<file path="src/hdl/cau_pkg.sv">
// ============================================================================
// cau_pkg
// Shared constants, mode codes, pipeline slot types and the saturation helper
// for the complex arithmetic unit.
// ============================================================================
package cau_pkg;

    localparam int DATA_W       = 32;
    localparam int FRAC_W       = 16;
    localparam int MODE_W       = 3;
    localparam int PROD_W       = 2 * DATA_W;
    localparam int ACC_W        = PROD_W + 1;
    localparam int QUO_W        = DATA_W;
    localparam int SQRT_STEPS   = DATA_W;
    localparam int ANGLE_FRAC   = 30;
    localparam int ANGLE_W      = 34;
    localparam int CORDIC_STEPS = 31;
    localparam int NORM_STAGES  = 6;
    localparam int NORM_EXP     = 59;

    localparam logic signed [ANGLE_W-1:0] HALF_PI_Q30 = 34'sd1686629713;

    localparam logic [PROD_W-1:0] LIM_POS = PROD_W'((65'd1 << (DATA_W - 1)) - 65'd1);
    localparam logic [PROD_W-1:0] LIM_NEG = PROD_W'(65'd1 << (DATA_W - 1));
    localparam logic [DATA_W-1:0] MAX_VAL = {1'b0, {(DATA_W - 1){1'b1}}};
    localparam logic [DATA_W-1:0] MIN_VAL = {1'b1, {(DATA_W - 1){1'b0}}};

    localparam logic [31:0] ATAN_TAB [CORDIC_STEPS] = '{
        32'h3243F6A8, 32'h1DAC6705, 32'h0FADBAFC, 32'h07F56EA6, 32'h03FEAB76,
        32'h01FFD55B, 32'h00FFFAAA, 32'h007FFF55, 32'h003FFFEA, 32'h001FFFFD,
        32'h000FFFFF, 32'h0007FFFF, 32'h0003FFFF, 32'h0001FFFF, 32'h0000FFFF,
        32'h00007FFF, 32'h00003FFF, 32'h00001FFF, 32'h00000FFF, 32'h000007FF,
        32'h000003FF, 32'h000001FF, 32'h000000FF, 32'h0000007F, 32'h0000003F,
        32'h0000001F, 32'h0000000F, 32'h00000007, 32'h00000003, 32'h00000001,
        32'h00000000
    };

    typedef enum logic [MODE_W-1:0] {
        MODE_ADD   = 3'd0,
        MODE_SUB   = 3'd1,
        MODE_MUL   = 3'd2,
        MODE_DIV   = 3'd3,
        MODE_MAG   = 3'd4,
        MODE_PHASE = 3'd5
    } mode_t;

    typedef struct packed {
        logic [DATA_W-1:0] val;
        logic              sat;
    } clamp_t;

    typedef struct packed {
        logic [PROD_W-1:0] den;
        logic [PROD_W-1:0] rem_re;
        logic [PROD_W-1:0] rem_im;
        logic [QUO_W-1:0]  bits_re;
        logic [QUO_W-1:0]  bits_im;
    } div_slot_t;

    typedef struct packed {
        logic [PROD_W-1:0] rad;
        logic [PROD_W-1:0] root;
    } sqrt_slot_t;

    typedef struct packed {
        logic signed [PROD_W-1:0]  x;
        logic signed [PROD_W-1:0]  y;
        logic signed [ANGLE_W-1:0] z;
    } cordic_slot_t;

    typedef struct packed {
        mode_t             mode;
        logic [DATA_W-1:0] fast_re;
        logic [DATA_W-1:0] fast_im;
        logic              fast_sat;
        logic              neg_re;
        logic              neg_im;
        logic              ovf_re;
        logic              ovf_im;
        logic              dz;
        logic              zero_vec;
    } side_t;

    // Sign and magnitude to a clamped two's complement value.
    function automatic clamp_t clamp_part(input logic neg, input logic [PROD_W-1:0] mag);
        clamp_t r;
        r.sat = 1'b0;
        if (!neg) begin
            if (mag > LIM_POS) begin
                r.val = MAX_VAL;
                r.sat = 1'b1;
            end else begin
                r.val = mag[DATA_W-1:0];
            end
        end else begin
            if (mag > LIM_NEG) begin
                r.val = MIN_VAL;
                r.sat = 1'b1;
            end else begin
                r.val = -mag[DATA_W-1:0];
            end
        end
        return r;
    endfunction

endpackage

</file>
<file path="src/hdl/cau_sqrt_cell.sv">
// ============================================================================
// cau_sqrt_cell
// One digit step of the integer square root; STEP selects the bit weight.
// ============================================================================
module cau_sqrt_cell #(
    parameter int STEP = 0
) (
    input  logic                 aclk,
    input  logic                 en,
    input  cau_pkg::sqrt_slot_t  slot_in,
    output cau_pkg::sqrt_slot_t  slot_out
);
    import cau_pkg::*;

    localparam logic [PROD_W-1:0] WEIGHT = PROD_W'(1) << (PROD_W - 2 - 2 * STEP);

    logic [PROD_W-1:0] trial;
    sqrt_slot_t        slot_next;
    sqrt_slot_t        slot_reg;

    always_comb begin
        trial = slot_in.root + WEIGHT;
        if (slot_in.rad >= trial) begin
            slot_next.rad  = slot_in.rad - trial;
            slot_next.root = (slot_in.root >> 1) + WEIGHT;
        end else begin
            slot_next.rad  = slot_in.rad;
            slot_next.root = slot_in.root >> 1;
        end
    end

    always_ff @(posedge aclk) begin
        if (en) begin
            slot_reg <= slot_next;
        end
    end

    assign slot_out = slot_reg;

endmodule

</file>
<file path="config.mk">
export PLATFORM = sky130hd
export DESIGN_NAME = cau_sqrt_cell
export DESIGN_NICKNAME = d
export VERILOG_FILES = /design/src/hdl/cau_pkg.sv /design/src/hdl/cau_sqrt_cell.sv
export SDC_FILE = /design/constraint.sdc
export NUM_CORES = 1
export LEC_CHECK = 0
export BUFFER_PORTS_ARGS = -buffer_cell sky130_fd_sc_hd__buf_2
export CAP_MARGIN = 20
export CORE_MARGIN = 4
export CORE_UTILIZATION = 30
export CTS_CLUSTER_DIAMETER = 80
export CTS_CLUSTER_SIZE = 25
export DETAILED_ROUTE_END_ITERATION = 10
export PLACE_DENSITY_LB_ADDON = 0.3
export SYNTH_ARGS = -nofsm -noshare
export SYNTH_HDL_FRONTEND = slang
export SYNTH_SLANG_ARGS = --single-unit
</file>
<file path="constraint.sdc">
create_clock -name aclk -period 3.17 [get_ports aclk]
set_clock_uncertainty 0.15 [all_clocks]
set_input_delay 0.1585 -clock aclk [delete_from_list [all_inputs] [get_ports aclk]]
set_output_delay 0.1585 -clock aclk [all_outputs]
set_load 0.01 [all_outputs]
</file>
=== Word-level counts from Yosys, hierarchy flattened ===
Cells that the tools add are included.

* Bitwise logic cells: 0
* Add/sub/neg operators: 3
* Multiplexer cells: 1
* Reductions and logical operators: 0
* Multiply operators: 0
* Shifts and indexed selects: 0
* Equality and inequality tests: 0
* Div/mod/pow operators: 0
* $lt $le $gt $ge: 1

{| class="wikitable"
|+ Operators by type and width
! operator !! count
|-
| two-way mux 128 bit || 1
|-
| adder 63 x 63 -> 64 bit, second input constant || 1
|-
| adder 64 x 63 -> 64 bit, second input constant || 1
|-
| greater-or-equal comparator 64 bit || 1
|-
| subtractor 64 bit || 1
|}

* Output and inout port bits: 128
* Latch bits: 0
* Register bits after elaboration: 128
* RAM bits: 0
* Word-level logic and storage cells: 8
* Memories: 0
* Bits in read-only memories: 0

=== Longest topological paths before layout ===
* Depth after elaboration: 3
* Depth in mapped cells: 14

=== Least setup slack after synthesis ===
OpenSTA, ideal clock, no wires.

* Path type: in2reg
* From: in slot_in[16] (netlist name)
* To: reg slot_reg (netlist bit slot_out[124]), data pin
* Arrival: 2764 ps
* Stages: 12
* Slack: -2 ps
* Setup time: 257 ps
* Path through: inv_1 -> ha_1 -> and2_1 -> nand3_1 -> or3_1 -> a41o_1 -> nor3_2 -> o21ai_1 -> o41ai_4 -> or4b_1 -> a21oi_1 -> nor3_1

{| class="wikitable"
|+ RTL lines
! item !! RTL line !! source
|-
| from (decl) || cau_sqrt_cell.sv:10 || <nowiki>input cau_pkg::sqrt_slot_t slot_in,</nowiki>
|-
| to (signal assigned) || cau_sqrt_cell.sv:34 || <nowiki>slot_reg <= slot_next;</nowiki>
|-
| to (decl) || cau_sqrt_cell.sv:19 || <nowiki>sqrt_slot_t slot_reg;</nowiki>
|}

==> reports/results.tsv <==
stage	metric	value	unit
floorplan	FP Rows	61	
finish	Core Util, Final	47.45	%
floorplan	Die Y	177.4	um
yosys	most common cell in the netlist	edfxtp_1	
worst_setup_path	CP dominant cell by count	nor2_1	
detailed_routing	Detail Route Antenna Nets	0	
detailed_routing	detailed-route via count	8517	
placement	Post-DP Area	11360	um2
grt	pin count of the biggest net entering global routing	73	
detailed_routing	met2 WL	13450	um
detailed_routing	Via density	4.771	
finish	proportion of layout cells with a drive suffix above 1	33.24	%
power_and_ir_drop	PwrDens	471.7	nW/um2
yosys	Synth area leader	edfxtp_1	
yosys	Post-Syn Instances	885	
yosys	Syn Nets	1080	
timing	min Tclk post-route	3.067	ns
yosys	sequential cell area fraction in the yosys report	44.64	%
clock_network	clock root cell	clkbuf_16	
timing	Fmax	326.1	MHz
yosys	ys async rst share	0	%
yosys	synth top area cells	edfxtp_1, ha_1, a21oi_1	
timing	fin crit share	96.75	%
timing	Max Slew Vio Count	0	
placement	routability congestion estimate	0.8744	
timing	setup slack after layout	0.1030	ns
hold_path	hold depth	3	
floorplan	initial core utilization	30.74	%
worst_setup_path	crit-path cells	dlygate4sd3_1 > buf_2 > ha_1 > a21oi_1 > nor2_1 > a211oi_1 > nand2_1 > nor2_1 > a211o_1 > a21oi_1 > nor2_1 > a311o_1 > nor2_1	
detailed_routing	drt first pass iters	4	
finish	max FFs per register	128	
yosys	library cells used by synthesis	58	
yosys	EDFF count, synth	128	
worst_setup_path	Req. time, crit path	3.20	ns
detailed_routing	WL/cell	15.85	um
yosys	syn_area_per_cell	9.728	um2
timing	Worst-Margin Slew	0.5901	ns
clock_network	CTS tree	done	
clock_network	Clock Sinks	128	
detailed_routing	Detailed Route WL	28280	um
floorplan	core area	28010	um2
worst_setup_path	crit path DAT	3.09	ns
worst_setup_path	CP peak stage delay	0.56	ns
worst_setup_path	Worst setup EP type	flop	
grt	total grt overflow	0	
finish	area grow syn2layout	54.37	%
detailed_routing	DRT met1 WL	12660	um
placement	port bufs	257	
timing	RSZ-0062 raised after global routing	yes	
detailed_routing	Iter 0 DRT Violations	462	
floorplan	IO Pins	258	
status	failing checks	negative hold slack	
worst_setup_path	Setup CP Type	in -> reg	
worst_setup_path	Slowest cell on crit path	dlygate4sd3_1	
yosys	flops & latches, synth	128	
grt	first-pass GRT wire length	44140	um
timing	TNS Setup	0	ns
grt	vias in the first global route	8633	
finish	non-filler instance count after layout	1785	
detailed_routing	max layer used	met4	
placement	dpl hpwl	21230	um
finish	Nets	1588	
power_and_ir_drop	Max VDD drop	0.0002633	V
finish	multi-input logic area	4385	um2
worst_setup_path	Top Family by Delay on Critical Path	compound AO/OA/AOI/OAI gates	
finish	fin area	13290	um2
clock_network	Clock Tree Buf Depth	2	
worst_setup_path	critical path peak fanout	5	
finish	register area	3844	um2
timing	WHS	-0.002807	ns
clock_network	Max H-tree Level	4	
hold_path	Hold Crit Start	slot_in[120]	
clock_network	Worst-path clk slew	0.07	ns
yosys	Cell Area, Synth	8610	um2
floorplan	chip width	177.4	um
yosys	synth warn	0	
hold_path	Worst Hold End	slot_out[120]	
detailed_routing	met3 wire len	1650	um
timing	max_slew headroom	60.66	%
finish	FILL cells	2727	
status	status	finished with violations	
grt	gr usage total	17.53	%
job	Max-Cap Viols	0	
grt	initial antenna violation count	2	
worst_setup_path	Critical Path Source Type	primary input	
timing	final hold vios	1	
clock_network	TritonCTS buffer count	17	
yosys	synth cell count leaders	edfxtp_1, a21oi_1, nor2_1, inv_1, ha_1	
detailed_routing	drt drc	0	
power_and_ir_drop	P_leak	6.187	nW
floorplan	die area	31470	um2
hold_path	Hold WC Path Type	in -> reg	
timing	Setup Viol. Count Final	0	
yosys	Synth top area share	44.64	%
worst_setup_path	Worst Path Buf+Inv	2	
placement	worst slack, placed	-0.4631	ns
placement	dpl cells	1627	
yosys	ys flop type	edfxtp_1	
power_and_ir_drop	total power	6.269	mW
-- layout make-up --
type / count / share of cell area [%]
Clock buffer: 17 / 3.201
Antenna cell: 2 / 0.03766
Multi-Input combinational cell: 642 / 33.00
Inverter: 78 / 2.203
Tap cell: 378 / 3.559
Timing Repair Buffer: 526 / 27.65
Sequential cell: 128 / 28.92
Clock inverter: 14 / 1.431
-- layer usage --
metal,GRT usage (%),vias to the layer above
met5,0,-
met4,5.156,0
met3,4.048,33
met2,28.66,226
met1,23.21,4013
li1,-,4245
-- layout by cell type, fill, tap and decap left out, types with 6 or more instances in the layout --
cell type,synthesis,routed
o211ai_1,7,7
nand4_1,18,18
mux2_2,10,10
buf_4,0,144
a21o_1,49,49
xor2_1,20,20
and3_1,13,12
edfxtp_1,128,128
o21ai_0,40,37
inv_1,78,78
nand3_1,14,14
and2_1,10,10
o21bai_1,11,10
nand2_1,52,52
buf_2,11,256
nor2b_1,10,10
a21oi_1,111,109
xnor2_1,36,36
clkbuf_16,0,17
o21a_1,7,7
nor2_1,82,82
a31oi_1,7,6
nor3_1,11,11
ha_1,64,64
dlygate4sd3_1,0,120
-- cells by family (layout without fill, tap and decap cells) --
group / count (synthesis) / after routing / share of synthesized area (%)
muxes: 15 / 15 / 1.947
AOI/OAI and AO/OA: 272 / 272 / 19.81
buffers and inverters: 115 / 635 / 5.188
and+or+nand+nor: 234 / 234 / 13.18
xor gates and xnor gates: 56 / 56 / 5.697
DFF: 128 / 128 / 44.64
other: 0 / 2 / 0
adders and majority gates: 65 / 65 / 9.534
-- how the worst max path moves through the flow --
stage               cells after the start  slack, ns          from             to
floorplan                              12       0.08   slot_in[16]  slot_out[124]
global placement                       14      -0.37    slot_in[1]  slot_out[109]
detailed placement                     16      -0.46   slot_in[64]  slot_out[124]
CTS                                    14      0.001  slot_in[103]  slot_out[125]
global route                           15      -0.04   slot_in[63]  slot_out[125]
finish                                 13       0.10  slot_in[100]  slot_out[125]
-- power breakdown --
part	internal (mW)	switching, mW
Clock	1.31	0.831
Sequential	2.11	0.0497
Combinational	0.950	1.01
Total	4.38	1.89
-- what timing repair did --
item	4_1_cts	5_1_grt
endpoints found under the hold margin	120	0
gates resized for setup	6	11
setup endpoints to repair	1	31
setup buffers	5	0
pin swaps	2	2
hold buffers	120	0
(Power assumes the default switching activity.)
