===== src/hdl/cau_pkg.sv =====
// ============================================================================
// cau_pkg
// Shared constants, mode codes, pipeline slot types and the saturation helper
// for the complex arithmetic unit.
// ============================================================================
package cau_pkg;

    localparam int DATA_W       = 32;
    localparam int FRAC_W       = 16;
    localparam int MODE_W       = 3;
    localparam int PROD_W       = 2 * DATA_W;
    localparam int ACC_W        = PROD_W + 1;
    localparam int QUO_W        = DATA_W;
    localparam int SQRT_STEPS   = DATA_W;
    localparam int ANGLE_FRAC   = 30;
    localparam int ANGLE_W      = 34;
    localparam int CORDIC_STEPS = 31;
    localparam int NORM_STAGES  = 6;
    localparam int NORM_EXP     = 59;

    localparam logic signed [ANGLE_W-1:0] HALF_PI_Q30 = 34'sd1686629713;

    localparam logic [PROD_W-1:0] LIM_POS = PROD_W'((65'd1 << (DATA_W - 1)) - 65'd1);
    localparam logic [PROD_W-1:0] LIM_NEG = PROD_W'(65'd1 << (DATA_W - 1));
    localparam logic [DATA_W-1:0] MAX_VAL = {1'b0, {(DATA_W - 1){1'b1}}};
    localparam logic [DATA_W-1:0] MIN_VAL = {1'b1, {(DATA_W - 1){1'b0}}};

    localparam logic [31:0] ATAN_TAB [CORDIC_STEPS] = '{
        32'h3243F6A8, 32'h1DAC6705, 32'h0FADBAFC, 32'h07F56EA6, 32'h03FEAB76,
        32'h01FFD55B, 32'h00FFFAAA, 32'h007FFF55, 32'h003FFFEA, 32'h001FFFFD,
        32'h000FFFFF, 32'h0007FFFF, 32'h0003FFFF, 32'h0001FFFF, 32'h0000FFFF,
        32'h00007FFF, 32'h00003FFF, 32'h00001FFF, 32'h00000FFF, 32'h000007FF,
        32'h000003FF, 32'h000001FF, 32'h000000FF, 32'h0000007F, 32'h0000003F,
        32'h0000001F, 32'h0000000F, 32'h00000007, 32'h00000003, 32'h00000001,
        32'h00000000
    };

    typedef enum logic [MODE_W-1:0] {
        MODE_ADD   = 3'd0,
        MODE_SUB   = 3'd1,
        MODE_MUL   = 3'd2,
        MODE_DIV   = 3'd3,
        MODE_MAG   = 3'd4,
        MODE_PHASE = 3'd5
    } mode_t;

    typedef struct packed {
        logic [DATA_W-1:0] val;
        logic              sat;
    } clamp_t;

    typedef struct packed {
        logic [PROD_W-1:0] den;
        logic [PROD_W-1:0] rem_re;
        logic [PROD_W-1:0] rem_im;
        logic [QUO_W-1:0]  bits_re;
        logic [QUO_W-1:0]  bits_im;
    } div_slot_t;

    typedef struct packed {
        logic [PROD_W-1:0] rad;
        logic [PROD_W-1:0] root;
    } sqrt_slot_t;

    typedef struct packed {
        logic signed [PROD_W-1:0]  x;
        logic signed [PROD_W-1:0]  y;
        logic signed [ANGLE_W-1:0] z;
    } cordic_slot_t;

    typedef struct packed {
        mode_t             mode;
        logic [DATA_W-1:0] fast_re;
        logic [DATA_W-1:0] fast_im;
        logic              fast_sat;
        logic              neg_re;
        logic              neg_im;
        logic              ovf_re;
        logic              ovf_im;
        logic              dz;
        logic              zero_vec;
    } side_t;

    // Sign and magnitude to a clamped two's complement value.
    function automatic clamp_t clamp_part(input logic neg, input logic [PROD_W-1:0] mag);
        clamp_t r;
        r.sat = 1'b0;
        if (!neg) begin
            if (mag > LIM_POS) begin
                r.val = MAX_VAL;
                r.sat = 1'b1;
            end else begin
                r.val = mag[DATA_W-1:0];
            end
        end else begin
            if (mag > LIM_NEG) begin
                r.val = MIN_VAL;
                r.sat = 1'b1;
            end else begin
                r.val = -mag[DATA_W-1:0];
            end
        end
        return r;
    endfunction

endpackage


===== src/hdl/cau_cordic_cell.sv =====
// ============================================================================
// cau_cordic_cell
// One vectoring CORDIC micro-rotation; STEP selects shift and angle.
// ============================================================================
module cau_cordic_cell #(
    parameter int STEP = 0
) (
    input  logic                   aclk,
    input  logic                   en,
    input  cau_pkg::cordic_slot_t  slot_in,
    output cau_pkg::cordic_slot_t  slot_out
);
    import cau_pkg::*;

    localparam logic signed [ANGLE_W-1:0] ANG = {2'b00, ATAN_TAB[STEP]};

    logic signed [PROD_W-1:0] cur_x, cur_y, dx, dy;
    cordic_slot_t             slot_next;
    cordic_slot_t             slot_reg;

    always_comb begin
        cur_x = slot_in.x;
        cur_y = slot_in.y;
        dx    = cur_x >>> STEP;
        dy    = cur_y >>> STEP;
        if (!cur_y[PROD_W-1]) begin
            slot_next.x = cur_x + dy;
            slot_next.y = cur_y - dx;
            slot_next.z = slot_in.z + ANG;
        end else begin
            slot_next.x = cur_x - dy;
            slot_next.y = cur_y + dx;
            slot_next.z = slot_in.z - ANG;
        end
    end

    always_ff @(posedge aclk) begin
        if (en) begin
            slot_reg <= slot_next;
        end
    end

    assign slot_out = slot_reg;

endmodule


===== config.mk =====
export PLATFORM = sky130hd
export DESIGN_NAME = cau_cordic_cell
export DESIGN_NICKNAME = d
export VERILOG_FILES = /design/src/hdl/cau_pkg.sv /design/src/hdl/cau_cordic_cell.sv
export SDC_FILE = /design/constraint.sdc
export NUM_CORES = 1
export LEC_CHECK = 0
export ABC_AREA = 1
export BUFFER_PORTS_ARGS = -buffer_cell sky130_fd_sc_hd__buf_4
export CAP_MARGIN = 5
export CORE_MARGIN = 2
export CORE_UTILIZATION = 40
export CTS_CLUSTER_SIZE = 12
export DETAILED_ROUTE_END_ITERATION = 16
export SYNTH_ARGS = -nofsm -noshare
export SYNTH_HDL_FRONTEND = slang
export SYNTH_SLANG_ARGS = --single-unit

===== constraint.sdc =====
create_clock -name aclk -period 3.3 [get_ports aclk]
set_input_delay 0.165 -clock aclk [delete_from_list [all_inputs] [get_ports aclk]]
set_output_delay 0.165 -clock aclk [all_outputs]
set_load 0.05 [all_outputs]

# ---- Word level (Yosys, flattened, before mapping)
# Cells that the tools add are included.
dict set report totals {
  register_bits 162
  latch_bits 0
  ram_bits 0
  rom_bits 0
  in_bits 164
  out_inout_bits 162
  word_cells 9
  n_memories 0
}
dict set report classes {
  n_addsub 5
  n_mul 0
  n_div 0
  n_lt_le_gt_ge 0
  eq_ne 0
  shift 0
  muxes 1
  bitwise_logic 0
  reduce_logical 0
}
# op n
set op_table {}
lappend op_table {{$mux W162} 1}
lappend op_table {{$sub A64 B64 Y64} 2}
lappend op_table {{$add A64 B64 Y64} 1}
lappend op_table {{$add A34 B31 Y34 const B} 1}
lappend op_table {{$sub A34 B31 Y34 const B} 1}

# ---- Longest topological paths before layout
# Gate-level depths: netlist of the first run.
dict set report logic_depth {
  depth_word 2
  depth_mapped 19
  depth_no_buf 18
}

# ---- Worst setup path after synthesis of the first run
# Ideal clock, no wire load.
dict set report synth_path {
  path_type {input-to-reg}
  startpoint {in slot_in[97] (netlist name)}
  endpoint {reg slot_reg, in the netlist slot_out[18] (data pin)}
  setup_ns 0.259
  t_arrival_ns 2.361
  t_required_ns 3.041
  setup_slack_ns 0.680
  cell_stages 14
  path_buffers 3
  path_cell_list {clkbuf_1 > clkinv_1 > clkbuf_1 > buf_2 > ha_1 > a21oi_1 > nand2_1 > a21oi_1 > o21ai_0 > nand2_1 > nand2_1 > nand2_1 > nand2_1 > xor2_1}
}
# element line_no
set synth_rtl {}
lappend synth_rtl {{start, declared} cau_cordic_cell.sv:10} ;# input cau_pkg::cordic_slot_t slot_in,
lappend synth_rtl {{end signal, assigned} cau_cordic_cell.sv:39} ;# slot_reg <= slot_next;
lappend synth_rtl {{end, declared} cau_cordic_cell.sv:19} ;# cordic_slot_t slot_reg;

==> results of run 1 <==
## cell families (layout without fill, tap and decap cells)
logic type / after synthesis / after routing / share of synthesized area
DFF: 161 / 161 / 0.1988
other: 0 / 1 / 0
buffers and inverters: 937 / 1238 / 0.1539
adders and majority gates: 239 / 239 / 0.1242
and+or+nand+nor: 2242 / 2242 / 0.3871
AOI/OAI and AO/OA: 497 / 497 / 0.1115
xor gates and xnor gates: 68 / 68 / 0.02449
## final timing paths
kind / end / from / slack [ns] / cells past startpoint
max: slot_out[74]$_DFFE_PP_ / slot_in[34] / 0.74 / 16
min: slot_out[34]$_DFFE_PP_ / slot_in[98] / 0.06 / 3
## Yosys cell counts (all sizes together), types with 33 or more instances
| cell type | n |
|---|---|
| edfxtp | 161 |
| buf | 70 |
| nand3 | 330 |
| nor2 | 323 |
| a21oi | 239 |
| o21ai | 174 |
| xor2 | 60 |
| nand2 | 1488 |
| nor3 | 33 |
| o21bai | 39 |
| inv | 846 |
| nand4 | 51 |
| ha | 235 |
## routing by layer
metal | GRT usage | vias up | share of wire
met3 | 0.05851 | 155 | 0.081
met1 | 0.4243 | 12320 | 0.44
li1 | - | 13450 | -
met4 | 0.1295 | 2 | 0.039
met5 | 0 | - | 0.00013
met2 | 0.5117 | 1122 | 0.44
## placed cells by master (no fill, tap or decap), types with 7 or more instances in the layout
master,n
clkbuf_16,17
nor2_1,279
nand3_2,13
o21ai_1,19
nand2_2,25
nor3_2,15
inv_2,20
nand2_1,1459
nor3_1,18
inv_1,826
o22ai_1,21
a21oi_2,7
nand3_1,317
nand4_1,51
a21oi_1,232
o21bai_1,37
xor2_1,60
ha_1,235
nor2_2,40
edfxtp_1,161
o21ai_0,154
buf_4,350
xnor2_1,8
## worst min-delay path: stages
cell and delay [ns]:
buf_4 0.09, ha_1 0.11, inv_1 0.03
## report_power, final
group | total, mW | internal, mW | switching (mW)
logic | 5.65 | 1.58 | 4.06
clock network | 2.12 | 1.05 | 1.06
registers | 2.76 | 2.65 | 0.113
## layout make-up
type	instances	area share
diodes	1	0.00008923
clock buffers	18	0.01530
clock inverters	14	0.004640
inverters	847	0.1135
multi-input cells	3046	0.5612
flip-flops and latches	161	0.1724
well taps	782	0.03489
repair buffers	359	0.09802
## through the flow
step / hold slack [ns] / instances / setup WS, ns / util
after floorplan: 0.2639 / 4144 / 0.6799 / -
after global placement: 0.3433 / 5190 / 0.3727 / 0.4553
after detailed placement: 0.3446 / 5190 / 0.4041 / 0.4553
after CTS: 0.02917 / 5227 / 0.8592 / 0.4655
after global routing: 0.05107 / 5227 / 0.6369 / 0.4655
final: 0.06214 / 5228 / 0.7377 / 0.4655
## timing repair
item	in CTS	in global routing
hold endpoints to repair	5	0
buffers inserted	0	0
hold buffers	5	0
==> metrics.cfg, run 1 <==
[status]
status=completed

[synth]
synthArstFlopShare=0
synth_top_area_share=0.2252
synth_edf_count=161
synth_top_area_cell=nand2_1
syn-num-nets=4547
synthFlopType=edfxtp_1
yosysUniqueCellTypes=49
syn_area_um2=24320
synthCells=4144
ys_warn_count=0
synth.avg_cell_area_um2=5.868
synthTopCellsByArea=nand2_1 (23%), edfxtp_1 (20%), inv_1 (13%)
synth_seq_cells=161
seq_area_frac_synth=0.1988

[grt]
grt-ovfl-total=0
grt_max_degree=133
grt_pass1_wl_um=150500
grt_use_total=0.3197
first_global_vias=25260
antenna_found_initial=1

[critical_path]
crit_slowest_cell=fa_1
critPathLaunchType=input pin
crit_path_max_incr_delay_ns=0.46
crit_arrival_ns=2.82
critPathKind=input pin to register
crit_chain=buf_4 > inv_1 > ha_1 > fa_1 > inv_1 > nand2_1 > nand3_1 > nand2_1 > nand2_1 > nand2_1 > nand3_1 > nand2_1 > nand2_1 > nand2_1 > nand3_1 > nand2_1
crit_path_frequent_cell=nand2_1
required_ns=3.56
worst-path-buf-inv=3
cpLargestDelayFamily=simple AND/OR/NAND/NOR gates
crit_path_max_fanout=4
cp-end-kind=register

[routing]
drc=0
dr.pass1.iters=6
routedWlPerCell_um=19.57
vias=27050
antenna_left=0
wl_um=102300
avgViaCountPerCell=5.174
first_iter_violations=2316

[sta]
rsz0062_at_grt=false
finalHoldViolations=0
slew_violations=0
tightest_slew_ns=0.6911
setup_viol=0
fmax_ghz=0.3903
min_period_ns=2.562
fin_tns_setup_ns=0
relSlewSlack=0.5344
period_share=0.7765

[cts]
cts_buffers=17
clk_path_buf_depth=2
cts_tree=done
cts_resized=0
clkSinkCount=161
clkTransAtPathRegs_ns=0.08
cts_root_buf=clkbuf_16
cts_max_level=4

[pwr]
p_per_area_nw_per_um2=375.4
p_leak_nw=15.55
ir_drop_mv=0.3950
power_mw=10.53

[floorplan]
io_pins=326
initial_core_util=0.4036
die-area_um2=62780
die_w_um=250.6
core_um2=60250
die_h_um=250.6
rows=90

[place]
gp_congestion=1.015
dpl_cell_area_um2=27430
port_buffers=325
hpwl_um=87590

[final_layout]
multiInputGateArea_um2=15740
design_area_um2=28040
nFillCells=6577
area_growth_pct=15.33
largest_register_ffs=161
layout.area.seq_um2=4835
layout-drive-gt1-share=0.1170
layout.nets=4835

[job]
cap_violations=0

[worst_hold_path]
hold_class=input pin to register

Power figures use the tool's default switching activity.
==> inputs of run 2 (changes only) <==
ABC_AREA = 0   (was 1)
clock period = 2.32 ns   (was 3.3 ns; I/O delays follow)
==> metrics.cfg, run 2 <==
[status]
status=complete, but fails checks
violations=setup timing

[critical_path]
crit_path_max_incr_delay_ns=0.38  ; -0.08 ns
worst-path-buf-inv=4  ; +1
critPathLaunchType=input pin
crit_path_max_fanout=3  ; -1
crit_chain=buf_12 > ha_4 > fa_2 > a221oi_4 > o31ai_4 > a21boi_2 > a211oi_4 > a311oi_4 > buf_6 > buf_12 > o21ai_4 > a41o_4 > buf_6 > and2_1 > a31oi_2 > xnor2_1
crit_slowest_cell=fa_2
cpLargestDelayFamily=compound AO/OA/AOI/OAI gates
critPathKind=input pin to register
cp-end-kind=register
crit_arrival_ns=2.93  ; +0.11 ns
required_ns=2.58  ; -0.98 ns

[cts]
cts_root_buf=clkbuf_16
cts_max_level=4  ; unchanged
clkSinkCount=161  ; unchanged
clk_path_buf_depth=2  ; unchanged
cts_buffers=17  ; unchanged
clkTransAtPathRegs_ns=0.07  ; about the same
cts_tree=done

[grt]
grt-ovfl-total=0  ; unchanged
grt_max_degree=119  ; -11%
first_global_vias=22230  ; -12%
grt_pass1_wl_um=130300  ; -13%
grt_use_total=0.3588  ; +0.03903
antenna_found_initial=5  ; +4

[synth]
synth_top_area_share=0.2633  ; +0.03806
synthArstFlopShare=0  ; unchanged
synthTopCellsByArea=edfxtp_1 (26%), ha_1 (16%), a21oi_1 (7.5%)
synth.avg_cell_area_um2=8.362  ; +43%
synth_edf_count=161  ; unchanged
synth_common_cells=a21oi_1 (276), ha_1 (235), inv_1 (198), nor2_1 (177), edfxtp_1 (161)
synth_seq_cells=161  ; unchanged
synthFlopType=edfxtp_1
synth.most_common_cell=a21oi_1
synthCells=2196  ; -47%
syn_area_um2=18360  ; -24%
yosysUniqueCellTypes=97  ; +98%
seq_area_frac_synth=0.2633  ; +0.06446
synth_top_area_cell=edfxtp_1
syn-num-nets=2599  ; -43%
ys_warn_count=0  ; unchanged

[final_layout]
largest_register_ffs=161  ; unchanged
area_growth_pct=75.70
layout-drive-gt1-share=0.5078  ; +0.3908
layout_common_cells=buf_4 (1162), a21oi_1 (193), ha_1 (184), inv_1 (178), edfxtp_1 (161)
design_area_um2=32260  ; +15%
layout_commonest_cell=buf_4
layout.nets=3793  ; -22%

[sta]
finalHoldViolations=0  ; unchanged
min_period_ns=2.669
fmax_ghz=0.3747
setup_viol=80  ; +80
tightest_slew_ns=0.9284  ; +0.2373 ns
slew_violations=0  ; unchanged
relSlewSlack=0.3811  ; -0.1533
worst_slack_ns=-0.3486  ; -1.086 ns
rsz0062_at_grt=true
fin_tns_setup_ns=-17.74  ; -17.74 ns
period_share=1.150
fin_hold_ws_ns=0.01992  ; -0.04222 ns

[place]
dpl_cell_area_um2=28390  ; +3.5%
port_buffers=325  ; unchanged
gp_congestion=1.004  ; -1.0%
dp_worst_setup_slack_ns=-1.404  ; -1.808 ns
hpwl_um=69090  ; -21%

[routing]
vias=22210  ; -18%
met2_length_um=42060  ; -7.1%
dr.pass1.iters=6  ; unchanged
antenna_left=0  ; unchanged
first_iter_violations=1779  ; -23%
wl_um=88220  ; -14%
avgViaCountPerCell=5.542  ; +7.1%
wl_met1_um=37330  ; -17%
dr_wl_met3_um=5749  ; -30%
drc=0  ; unchanged
routedWlPerCell_um=22.02  ; +12%
highest_layer=met5

[floorplan]
die-area_um2=47640  ; -24%
rows=78  ; -13%
initial_core_util=0.4046  ; +0.001018
die_w_um=218.3  ; -13%
core_um2=45380  ; -25%
io_pins=326  ; unchanged
die_h_um=218.3  ; -13%

[pwr]
p_leak_nw=14.61  ; -6.0%
power_mw=17.64  ; +68%
p_per_area_nw_per_um2=546.8  ; +46%
ir_drop_mv=0.4751  ; +20%

[job]
cap_violations=0  ; unchanged

[worst_hold_path]
hold_class=input pin to register

-- run 2: cell types whose count changed after synthesis, moves of 43 or more --
cell	previous run	this run
a21o_1	2	45
a21oi_1	232	276
inv_1	826	198
mux2i_1	0	47
nand2_1	1459	125
nand3_1	317	33
nor2_1	279	177
xnor2_1	8	131
-- run 2: layout make-up --
| cell class | instances | area, µm² |
|---|---|---|
| clock buffer | 17 | 425.4 |
| multi-input combinational | 1736 | 15200 |
| clock inverter | 15 | 157.7 |
| timing repair buffer | 1264 | 10030 |
| fill | 3575 | 13120 |
| inverter | 210 | 853.3 |
| antenna | 4 | 10.01 |
| tap | 600 | 750.7 |
| sequential | 161 | 4835 |
-- run 2: timing repair --
action	CTS	global route
buffers inserted	68	47
hold buffers	6	0
endpoints found under the hold margin	22	0
resized for setup	351	176
endpoints found under the setup margin	93	95
pin swaps	160	124
-- run 2: worst paths after layout --
check | from | cells past startpoint | endpoint | slack [ns]
worst max-delay path | slot_in[98] | 16 | slot_out[152]$_DFFE_PP_ | -0.35
worst min-delay path | slot_in[33] | 3 | slot_out[33]$_DFFE_PP_ | 0.02
-- run 2: logic make-up after synthesis --
| logic type | share of synthesized area |
|---|---|
| muxes | 0.02562 |
| AOI/OAI and AO/OA | 0.2769 |
| adders and majority gates | 0.1645 |
| xor gates and xnor gates | 0.07202 |
| and+or+nand+nor | 0.1340 |
| buffers and inverters | 0.06371 |
| DFF | 0.2633 |
-- run 2: per-layer routing --
metal,vias up,global-route usage
li1,10380,-
met1,10750,0.4637
met2,908,0.6096
met3,172,0.06040
met4,2,0.1107
met5,-,0
-- run 2: report_power, final --
| group | leakage (nW) | internal [mW] | total [mW] | switching, mW |
|---|---|---|---|---|
| sequential | 1.58 | 3.89 | 4.11 | 0.220 |
| combinational | 12.8 | 4.41 | 10.4 | 6.04 |
| clock | 0.273 | 1.59 | 3.09 | 1.50 |
-- run 2: stage by stage --
step,cells,util
floorplan,2196,-
global placement,3870,0.6256
detailed placement,3870,0.6256
CTS,3967,0.6862
global route,4005,0.7108
finish,4007,0.7109
-- run 2: worst min-delay path, cell delays in order --
cell     delay [ns]
buf_4          0.08
xor2_1         0.07
xnor2_1        0.16
